--- config.mk ---
export PLATFORM = sky130hd
export DESIGN_NAME = ccs_ctrl
export DESIGN_NICKNAME = d
export VERILOG_FILES = /design/src/hdl/ccs_pkg.sv /design/src/hdl/ccs_ctrl.sv
export SDC_FILE = /design/constraint.sdc
export NUM_CORES = 1
export LEC_CHECK = 0
export BUFFER_PORTS_ARGS = -buffer_cell sky130_fd_sc_hd__buf_4
export CORE_MARGIN = 1.5
export CORE_UTILIZATION = 43
export DETAILED_ROUTE_END_ITERATION = 10
export HOLD_SLACK_MARGIN = 0.02
export PLACE_DENSITY = 0.73
export SLEW_MARGIN = 20
export SYNTH_ARGS = -nofsm -noshare
export SYNTH_HDL_FRONTEND = slang
export SYNTH_SLANG_ARGS = --single-unit
--- constraint.sdc ---
create_clock -name clk -period 1.9 [get_ports clk]
set_input_delay 0.095 -clock clk [delete_from_list [all_inputs] [get_ports clk]]
set_output_delay 0.095 -clock clk [all_outputs]
set_load 0.03 [all_outputs]
--- src/hdl/ccs_pkg.sv ---
// Package of the calorimeter cone energy sum block.
// Holds the controller states, the command and status structs, the register
// indexes and the fixed-point constants. No dependencies.
package ccs_pkg;

	localparam int POS_W    = 20;
	localparam int ENERGY_W = 24;
	localparam int SUB_W    = 3;
	localparam int SUM_W    = 48;
	localparam int ANGLE_W  = 16;
	localparam int RAD_W    = 16;
	localparam int CFG_IDX_W  = 3;
	localparam int CFG_DATA_W = 24;

	localparam int RADICAND_W = 56;
	localparam int ROOT_W     = 28;
	localparam int LOGIN_W    = 29;
	localparam int LOG_W      = 21;

	localparam int SQRT_STEPS   = 28;
	localparam int CORDIC_STEPS = 16;
	localparam int LOG_STEPS    = 16;
	localparam int CNT_W        = 5;

	localparam logic signed [19:0] HALF_PI_Q16 = 20'sd102944;
	localparam logic [15:0]        LN2_Q16     = 16'd45426;
	localparam logic [14:0]        Q12_MAX     = 15'd32767;
	localparam logic [4:0]         NORM_TOP    = 5'd30;

	localparam logic [15:0] RST_CONE_RADIUS   = 16'd819;
	localparam logic [23:0] RST_HIT_THRESHOLD = 24'd2000;
	localparam logic [23:0] RST_GAIN_EB       = 24'd69941;
	localparam logic [23:0] RST_GAIN_EE       = 24'd69941;
	localparam logic [23:0] RST_GAIN_HB       = 24'd3224573;
	localparam logic [23:0] RST_GAIN_HE       = 24'd3514456;
	localparam logic [23:0] RST_GAIN_HR       = 24'd4077219;
	localparam int NUM_GAINS = 5;

	typedef enum logic [CFG_IDX_W-1:0] {
		REG_CONE_RADIUS   = 3'd0,
		REG_HIT_THRESHOLD = 3'd1,
		REG_GAIN_EB       = 3'd2,
		REG_GAIN_EE       = 3'd3,
		REG_GAIN_HB       = 3'd4,
		REG_GAIN_HE       = 3'd5,
		REG_GAIN_HR       = 3'd6
	} ccs_reg_t;

	typedef enum logic [3:0] {
		S_IDLE,
		S_PREP,
		S_SQLD,
		S_SQRT,
		S_NLOAD,
		S_NORM,
		S_LOG,
		S_ETAM,
		S_ETAF,
		S_TRACK,
		S_SQ,
		S_TEST,
		S_ACC,
		S_OUT
	} ccs_state_t;

	typedef struct packed {
		logic       load;
		logic       prep;
		logic       sqrt_load;
		logic       sqrt_step;
		logic       cordic_step;
		logic [3:0] idx;
		logic       norm_load;
		logic       norm_step;
		logic       log_step;
		logic       eta_mul;
		logic       eta_fin;
		logic       track_store;
		logic       square;
		logic       test;
		logic       accum;
		logic       out_load;
	} ccs_cmd_t;

	typedef struct packed {
		logic is_track;
		logic last;
		logic normed;
		logic out_free;
	} ccs_stat_t;

	// Arctangent of 2^-i in Q.16.
	function automatic logic [15:0] atan_q16(input logic [3:0] i);
		logic [15:0] v;
		case (i)
			4'd0:    v = 16'd51472;
			4'd1:    v = 16'd30386;
			4'd2:    v = 16'd16055;
			4'd3:    v = 16'd8150;
			4'd4:    v = 16'd4091;
			4'd5:    v = 16'd2047;
			4'd6:    v = 16'd1024;
			4'd7:    v = 16'd512;
			4'd8:    v = 16'd256;
			4'd9:    v = 16'd128;
			4'd10:   v = 16'd64;
			4'd11:   v = 16'd32;
			4'd12:   v = 16'd16;
			4'd13:   v = 16'd8;
			4'd14:   v = 16'd4;
			4'd15:   v = 16'd2;
			default: v = 16'd0;
		endcase
		return v;
	endfunction

endpackage

--- src/hdl/ccs_ctrl.sv ---
// Controller of the cone energy sum: sequences one item through the
// datapath by commands. Depends on ccs_pkg.
module ccs_ctrl (
	input  logic                clk,
	input  logic                arst_n,
	input  logic                in_valid,
	output logic                in_ready,
	input  ccs_pkg::ccs_stat_t  st,
	output ccs_pkg::ccs_cmd_t   cm
);
	import ccs_pkg::*;

	ccs_state_t       state_q, state_d;
	logic [CNT_W-1:0] cnt_q;

	always_ff @(posedge clk or negedge arst_n) begin
		if (!arst_n) begin
			state_q <= S_IDLE;
			cnt_q   <= '0;
		end else begin
			state_q <= state_d;
			cnt_q   <= (state_d != state_q) ? '0 : cnt_q + CNT_W'(1);
		end
	end

	always_comb begin
		state_d = state_q;
		case (state_q)
			S_IDLE:  if (in_valid) state_d = S_PREP;
			S_PREP:  state_d = S_SQLD;
			S_SQLD:  state_d = S_SQRT;
			S_SQRT:  if (cnt_q == CNT_W'(SQRT_STEPS - 1)) state_d = S_NLOAD;
			S_NLOAD: state_d = S_NORM;
			S_NORM:  if (st.normed) state_d = S_LOG;
			S_LOG:   if (cnt_q == CNT_W'(LOG_STEPS - 1)) state_d = S_ETAM;
			S_ETAM:  state_d = S_ETAF;
			S_ETAF:  state_d = st.is_track ? S_TRACK : S_SQ;
			S_TRACK: state_d = S_IDLE;
			S_SQ:    state_d = S_TEST;
			S_TEST:  state_d = S_ACC;
			S_ACC:   state_d = st.last ? S_OUT : S_IDLE;
			S_OUT:   if (st.out_free) state_d = S_IDLE;
			default: state_d = S_IDLE;
		endcase
	end

	always_comb begin
		cm = '0;
		in_ready = 1'b0;
		case (state_q)
			S_IDLE: begin
				in_ready = 1'b1;
				cm.load  = in_valid;
			end
			S_PREP:  cm.prep = 1'b1;
			S_SQLD:  cm.sqrt_load = 1'b1;
			S_SQRT: begin
				cm.sqrt_step   = 1'b1;
				cm.cordic_step = cnt_q < CNT_W'(CORDIC_STEPS);
				cm.idx         = cnt_q[3:0];
			end
			S_NLOAD: cm.norm_load = 1'b1;
			S_NORM:  cm.norm_step = 1'b1;
			S_LOG: begin
				cm.log_step = 1'b1;
				cm.idx      = 4'd15 - cnt_q[3:0];
			end
			S_ETAM:  cm.eta_mul = 1'b1;
			S_ETAF:  cm.eta_fin = 1'b1;
			S_TRACK: cm.track_store = 1'b1;
			S_SQ:    cm.square = 1'b1;
			S_TEST:  cm.test = 1'b1;
			S_ACC:   cm.accum = 1'b1;
			S_OUT:   cm.out_load = st.out_free;
			default: cm = '0;
		endcase
	end
endmodule

# == Word level (Yosys, flattened, before mapping) ==
# Cells that the tools add are included.
# op_classes
n_addsub,2
multipliers,0
div_mod_pow,0
n_lt_le_gt_ge,1
n_eq_ne,16
n_shift,0
muxes,25
n_bitwise,0
reduce_logical,1
# op_table
op,n
one-hot mux 4 bit (13 select lines),1
"equality test 4 bit, second input constant",6
two-way mux 4 bit,6
"equality test 4 x 3 -> 1 bit, second input constant",4
two-way mux 1 bit,14
"equality test 4 x 2 -> 1 bit, second input constant",2
one-hot mux 4 bit (2 select lines),1
"adder 5 x 1 -> 5 bit, second input constant",1
"equality test 5 x 4 -> 1 bit, second input constant",1
"equality test 5 bit, second input constant",1
"< comparator 5 bit, second input constant",1
two-way mux 5 bit,1
"equality test 4 x 1 -> 1 bit, second input constant",1
zero test 4 bit,1
two-way mux 2 bit,2
!= test 4 bit,1
"subtractor 4 bit, first input constant",1
# word_totals
register_bits,9
latch_bits,0
mem_bits_rw,0
romBits,0
wordCells,47
n_memories,0

# == Depth between registers and ports, before layout ==
# Gate-level depths: netlist of run 1.
# depth
word_depth,5
ltp_mapped,8
mapped_depth_nobuf,8

# == Least setup slack after synthesis of run 1 ==
# Ideal clock, no wire load.
# synth_timing
kind,reg2reg
from,register cnt_q[0]
to,register cnt_q[2]
setup_ns,0.137
arrival_time_ns,1.796
required_time_ns,1.763
setup_slack_ns,-0.032
stages_incl_launch_ff,9
synth_period_minus_slack_ns,1.932
cell_sequence,dfrtp_1 -> ha_1 -> and3_1 -> ha_1 -> nand2b_1 -> a21oi_1 -> a2111oi_4 -> mux2i_1 -> nor3_1
# synth_via
elab_chain_cells,5
elab_cells_between_ends,8
classes_between,add/sub (1); eq/ne (3); mux (4)
# synth_lines
item,line,source
from (decl),ccs_ctrl.sv:14,logic [CNT_W-1:0] cnt_q;
from (signal assigned),ccs_ctrl.sv:22,cnt_q <= (state_d != state_q) ? '0 : cnt_q + CNT_W'(1);
equality test 5 x 4 -> 1 bit / equality test 5 bit (equally long branches),"ccs_ctrl.sv:35, ccs_ctrl.sv:32",
two-way mux 4 bit (on tied branches),"ccs_ctrl.sv:35, ccs_ctrl.sv:32",
one-hot mux 4 bit (13 select lines),ccs_ctrl.sv:28,case (state_q)
!= test 4 bit,ccs_ctrl.sv:22,
two-way mux 5 bit *,ccs_ctrl.sv:22,
# Mark *: on every way between the ends. The rest lies on a longest branch, timed or not.

# == Worst setup path after layout of run 1 ==
# layout_timing
from,register cnt_q[1]
to,register cnt_q[1]
# Same word-level chain as after synthesis.

==> results.json, run 1 <==
{
  "p_int_mw": 0.7299,
  "pwr-share-comb": 0.687,
  "drt_iter0_markers": 29,
  "multi_input_area_sq_um": 533.0,
  "cts_made_buffers": 3,
  "rsz0062_at_grt": "yes",
  "clock_sinks": 9,
  "synthTopCellsByCount": "12 x nor2_1, 10 x nor3_1, 9 x dfrtp_1, 8 x nand2_1, 8 x nand2b_1",
  "die_w_um": 45.10,
  "period_needed_ps": 1897,
  "die_area_sq_um": 2034,
  "routed_wl_um": 2070,
  "yosysWarnings": 0,
  "num_rows": 15,
  "first_pass_iters": 4,
  "cp.arrival_ps": 2030,
  "cts_tree": "done",
  "gp_congestion": 0.8944,
  "p_total_mw": 1.447,
  "synth.top_cell.area_share": 0.2956,
  "leakage_nw": 0.5183,
  "fill_cells": 137,
  "drive_above_1_share": 0.4179,
  "reg2reg_slack_ps": 3,
  "regArea_sq_um": 226.5,
  "syn_to_final_growth_pct": 47.13,
  "antenna_found_initial": 0,
  "grt_pass1_wl_um": 2863,
  "start_kind": "register",
  "via_per_inst": 5.656,
  "dp_hpwl_um": 1538,
  "synth_cell_types": 34,
  "endpoint_kind": "register",
  "cp_max_fo": 5,
  "status": "completed",
  "hold_viol": 0,
  "grt_max_degree": 15,
  "synth_area_leaders": "dfrtp_1 30%, nand2b_1 6.6%, nor3_1 6.6%, nor2_1 5.9%, o21ai_0 4.6%",
  "postSynthCellCount": 96,
  "num_vias": 854,
  "postPlaceCellArea_sq_um": 1042,
  "yosysSeqAreaShare": 0.2956,
  "num_antenna_cells": 0,
  "io_buffers": 26,
  "num_io_pins": 27,
  "max_freq_mhz": 527.0,
  "synthFlopType": "dfrtp_1",
  "core_sq_um": 1689,
  "htree_levels": 1,
  "relSlewSlack": 0.7719,
  "die_h_um": 45.10,
  "clkTransAtPathRegs_ps": 60,
  "ant_nets": 0,
  "clock_latency_ps": 260,
  "avgSynthCellArea_sq_um": 7.937,
  "synth_most_common_cell": "nor2_1",
  "syn_nets": 105,
  "p_seq_frac": 0.212,
  "ctsRootBufferMaster": "clkbuf_4",
  "fin_nets": 144,
  "setup_violations": 0,
  "power_frac_clock": 0.101,
  "synth_top_area_cell": "dfrtp_1",
  "ir_drop_mv": 0.7109,
  "grt_pass1_vias": 675,
  "drv_cap": 0,
  "switching_power_mw": 0.7170,
  "drc_errors": 0,
  "crit_required_ps": 2030,
  "ys_seq_elements": 9,
  "slew_violations": 0,
  "tightest_slew_ps": 335.5,
  "synth-async-reset-ratio": 1.000,
  "clk_path_buf_depth": 2,
  "syn_area_sq_um": 762.0,
  "worstSetupPathType": "reg2reg",
  "worst_clock_skew_ps": 0.8334,
  "wire_per_inst_um": 13.71,
  "holdCritPathClass": "in2async",
  "final_area_sq_um": 1121,
  "synth_edf_count": 0,
  "grt_overflow": 0,
  "grt_usage": 0.1995,
  "p_sw_frac": 0.4955,
  "power.density_nw_per_um2": 1291,
  "fin_crit_sh": 0.9986,
  "initial_utilization": 0.4511
}
[worst max-delay path, cell delays in order (launching register included)]
cell and delay [ps]:
dfrtp_1 390, ha_2 200, and3_4 150, ha_4 160, nand2b_4 60, a21oi_2 60, a2111oi_4 250, mux2i_2 400
nor3b_2 90
[layer usage]
layer | global-route usage | share of wire | up-vias
met4 | 0.1176 | 0.021 | 0
met1 | 0.2621 | 0.44 | 401
met5 | 0 | 0 | -
met2 | 0.3114 | 0.49 | 31
li1 | - | - | 416
met3 | 0.02800 | 0.056 | 6
[registers in the layout, indices dropped and copies added, names as in the netlist]
signal / flops
state_q: 4
cnt_q: 5
[through the flow]
step,worst slack [ps],utilization,std cells,hold slack (ps),setup TNS (ps)
finish,2.573,0.6637,151,189.6,0
global route,-66.10,0.6637,151,187.6,-272.7
CTS,7.212,0.6385,150,178.2,0
detailed placement,-66.26,0.6170,145,-78.97,-259.6
global placement,-2.266,0.6170,145,-79.88,-2.266
floorplan,16.85,-,96,-200.6,0
[worst paths after layout]
check | start | to | cells past startpoint
min in group clk | st[3] | state_q[1] | 4
max in group asynchronous | arst_n | state_q[0] | 2
max | cnt_q[1] | cnt_q[1] | 8
max reg2reg | cnt_q[1] | cnt_q[1] | 8
min | arst_n | cnt_q[3] | 2
min reg2reg | cnt_q[0] | cnt_q[0] | 2
[cells in the final DEF, fill, tap and decap left out, drive strengths merged]
master | Yosys | layout
buf | 4 | 38
nor2 | 13 | 13
nor3 | 11 | 11
dfrtp | 9 | 9
nand2 | 8 | 8
nand2b | 8 | 8
o21ai | 7 | 7
inv | 4 | 4
clkbuf | 1 | 4
nand3 | 3 | 3
mux2i | 3 | 3
a21oi | 3 | 3
or2 | 2 | 2
or2b | 2 | 2
and3 | 2 | 2
a211oi | 2 | 2
ha | 2 | 2
a32oi | 1 | 1
a21o | 1 | 1
or3 | 1 | 1
nand4b | 1 | 1
a2111oi | 1 | 1
nor2b | 1 | 1
o32ai | 1 | 1
a31oi | 1 | 1
xor2 | 1 | 1
a221o | 1 | 1
xnor2 | 1 | 1
nor3b | 1 | 1
dlygate4sd3 | 0 | 1
[power groups by stage]
stage	clock network, mW	registers, mW	logic, mW
after floorplan	0	0.271	0.703
after global placement	0	0.303	0.949
after detailed placement	0	0.307	0.964
after CTS	0.152	0.303	0.965
after global routing	0.163	0.313	1.05
final	0.146	0.307	0.994
[area by class of cell]
cell class / instances / share of cell area
multi-input cells: 78 / 0.4754
repair buffers: 39 / 0.2667
flip-flops and latches: 9 / 0.2020
clock buffers: 4 / 0.02344
well taps: 17 / 0.01897
inverters: 4 / 0.01339
[logic make-up after synthesis]
family                     count (synthesis)  synth area share
AOI/OAI and AO/OA                         18            0.1823
muxes                                      3           0.03941
buffers and inverters                      9           0.05746
DFF                                        9            0.2956
adders and majority gates                  2           0.03284
xor gates and xnor gates                   2           0.02299
and+or+nand+nor                           53            0.3695
[timing repair]
action                                  CTS  global route
buffers inserted                          0             1
hold buffers                              1             0
resized for setup                         0             7
endpoints found under the setup margin    5             9
pin swaps                                 2             2
endpoints found under the hold margin     9             0
Note: power is estimated with default switching activity, not from simulation.
==> inputs of run 2 (changes only) <==
ABC_AREA = 1   (was default)
==> run 2 against run 1 <==
- die area is 0.78% higher
- critical path type is now reg2out
- final area is 6.7% lower
- combinational power is 29% lower
- sequential share of layout area is 1.3 points higher
- first-iteration DRC count is 34% lower
- clock-buffer cell count stayed put
- register-to-register slack better by 220 ps
- worst hold slack better by 0.56 ps
- clock skew is 5.3 ps higher
- area after synthesis is 0.82% higher
- global-route usage is 1.3 points higher
- sequential cell count stayed put
==> results.json, run 2 <==
{
  "status": "completed",
  "holdCritPathClass": "in2async",
  "via_per_inst": 4.605,
  "startpoint": "state_q[0]",
  "grt_max_degree": 10,
  "synth-async-reset-ratio": 1.000,
  "wire_per_inst_um": 10.55,
  "first_pass_iters": 4,
  "largest_reg_flops": 5,
  "max_freq_mhz": 587.1,
  "num_antenna_cells": 0,
  "clock_sinks": 9,
  "die_w_um": 45.27,
  "regArea_sq_um": 225.2,
  "yosysSeqAreaShare": 0.2932,
  "worst_clock_skew_ps": 6.148,
  "cts_made_buffers": 3,
  "fin_nets": 170,
  "antenna_found_initial": 0,
  "cp_max_fo": 4,
  "synth.top_cell.area_share": 0.2932,
  "ant_nets": 0,
  "leakage_nw": 0.6250,
  "grt_overflow": 0,
  "htree_levels": 1,
  "yosysWarnings": 0,
  "period_needed_ps": 1703,
  "die_h_um": 45.27,
  "synth_top_area_cell": "dfrtp_1",
  "routed_wl_um": 1952,
  "ctsRootBufferMaster": "clkbuf_4",
  "clkTransAtPathRegs_ps": 70,
  "die_area_sq_um": 2049,
  "top_register": "cnt_q",
  "setup_violations": 0,
  "fin_crit_sh": 0.8965,
  "cp.arrival_ps": 1610,
  "slew_violations": 0,
  "multi_input_area_sq_um": 452.9,
  "reg2reg_slack_ps": 220,
  "dpl.cell_count": 180,
  "io_buffers": 26,
  "fill_cells": 163,
  "cts_tree": "done",
  "final_common_cell": "nand2_1",
  "worstSetupPathType": "reg2out",
  "num_vias": 852,
  "rsz0062_at_grt": "no",
  "drive_above_1_share": 0.3000,
  "start_kind": "register",
  "rr_startpoint": "cnt_q[0]",
  "clock_latency_ps": 270,
  "power.density_nw_per_um2": 1091,
  "grt_pass1_vias": 751,
  "layout_setup_ws_ps": 196.7,
  "hold_ws_ps": 190.2,
  "initial_utilization": 0.4498,
  "relSlewSlack": 0.8075,
  "num_io_pins": 27,
  "core_sq_um": 1708,
  "grt_usage": 0.2127,
  "hold_viol": 0,
  "avgSynthCellArea_sq_um": 6.002,
  "gp_congestion": 0.8363,
  "clk_path_buf_depth": 2,
  "synth_edf_count": 0,
  "crit_required_ps": 1800,
  "synth_cell_types": 18,
  "ys_seq_elements": 9,
  "endpoint_kind": "primary output",
  "num_rows": 15,
  "synth_most_common_cell": "nand2_1",
  "layout_common_cells": "37 x nand2_1, 27 x buf_4, 24 x nor2_1",
  "syn_nets": 137,
  "syn_area_sq_um": 768.2,
  "tns_ps": 0,
  "stdcell_count": 185,
  "post_cts_buffers": 0,
  "synthFlopType": "dfrtp_1",
  "drt_iter0_markers": 19,
  "postSynthCellCount": 128,
  "ir_drop_mv": 0.8094,
  "syn_to_final_growth_pct": 36.16,
  "drv_cap": 0,
  "synth_area_leaders": "dfrtp_1 29%, nand2_1 18%, nor2_1 12%, inv_1 9.8%, nand3_1 6.5%",
  "grt_pass1_wl_um": 3167,
  "reg_top3": "cnt_q: 5 flops, state_q: 4 flops",
  "tightest_slew_ps": 288.5,
  "drc_errors": 0,
  "synthTopCellsByCount": "37 x nand2_1, 24 x nor2_1, 20 x inv_1, 10 x nand3_1, 9 x dfrtp_1",
  "dp_hpwl_um": 1566,
  "pre_cts_ws_ps": 207.6
}
==> run 2: changes by cell type after synthesis, moves of 3 or more <==
cell	before	now
nand2_1	8	37
inv_1	4	20
nor2_1	12	24
nor3_1	10	1
nand2b_1	8	0
nand3_1	3	10
nor2_2	0	6
inv_2	0	5
a21oi_1	3	0
mux2i_1	3	0
o21ai_0	7	4
==> run 2: per-layer routing <==
metal	GRT usage	part of all wire	wire (um)
met5	0	0	0
met4	0.1059	0.013	25
met3	0.02400	0.039	77
met2	0.3657	0.49	954
met1	0.2605	0.46	894
==> run 2: through the flow <==
| step | area, sq um | util | power [mW] |
|---|---|---|---|
| after global routing | 1046 | 0.6125 | 1.239 |
| after CTS | 1039 | 0.6081 | 1.143 |
| after floorplan | 768.2 | - | 0.7854 |
| after detailed placement | 1002 | 0.5868 | 0.9881 |
| after global placement | 1002 | 0.5868 | 0.9750 |
| final | 1046 | 0.6125 | 1.141 |
==> run 2: worst paths after layout <==
check                        endpoint  cells after the start
max                            cm[10]                      6
min                        state_q[0]                      2
max reg2reg                  cnt_q[0]                     12
min reg2reg                  cnt_q[0]                      1
max in group asynchronous    cnt_q[3]                      2
min in group clk           state_q[1]                      5
==> run 2: cell families (layout without fill, tap and decap cells) <==
family | Yosys count | in the layout | synth area share
adder cells (fa/ha/maj) | 2 | 2 | 0.03257
flip-flops | 9 | 9 | 0.2932
XOR/XNOR | 2 | 2 | 0.02281
AND/OR/NAND/NOR | 85 | 85 | 0.4984
AO/OA/AOI/OAI | 4 | 4 | 0.02606
buffers and inverters | 26 | 58 | 0.1270
==> run 2: area by class of cell <==
type                    count  share of cell area
flip-flops and latches      9              0.2153
well taps                  25             0.02990
inverters                  26             0.09330
multi-input cells          93              0.4330
clock buffers               4             0.02512
repair buffers             28              0.2033
==> run 2: power breakdown <==
group	leakage, nW	internal (mW)	switching [mW]
clock network	0.0150	0.0811	0.0719
registers	0.119	0.229	0.0507
logic	0.491	0.230	0.478
==> run 2: worst max-delay path, cell delays in order (launching register included) <==
cell     delay, ps
dfrtp_1        420
inv_1          120
nand2_1        150
nor2_4         200
inv_1           80
o21ai_0        170
buf_4          190
==> run 2: timing repair <==
action	in CTS	in global routing
endpoints found under the setup margin	0	2
hold buffers	1	0
endpoints found under the hold margin	9	0
gates resized for setup	0	2
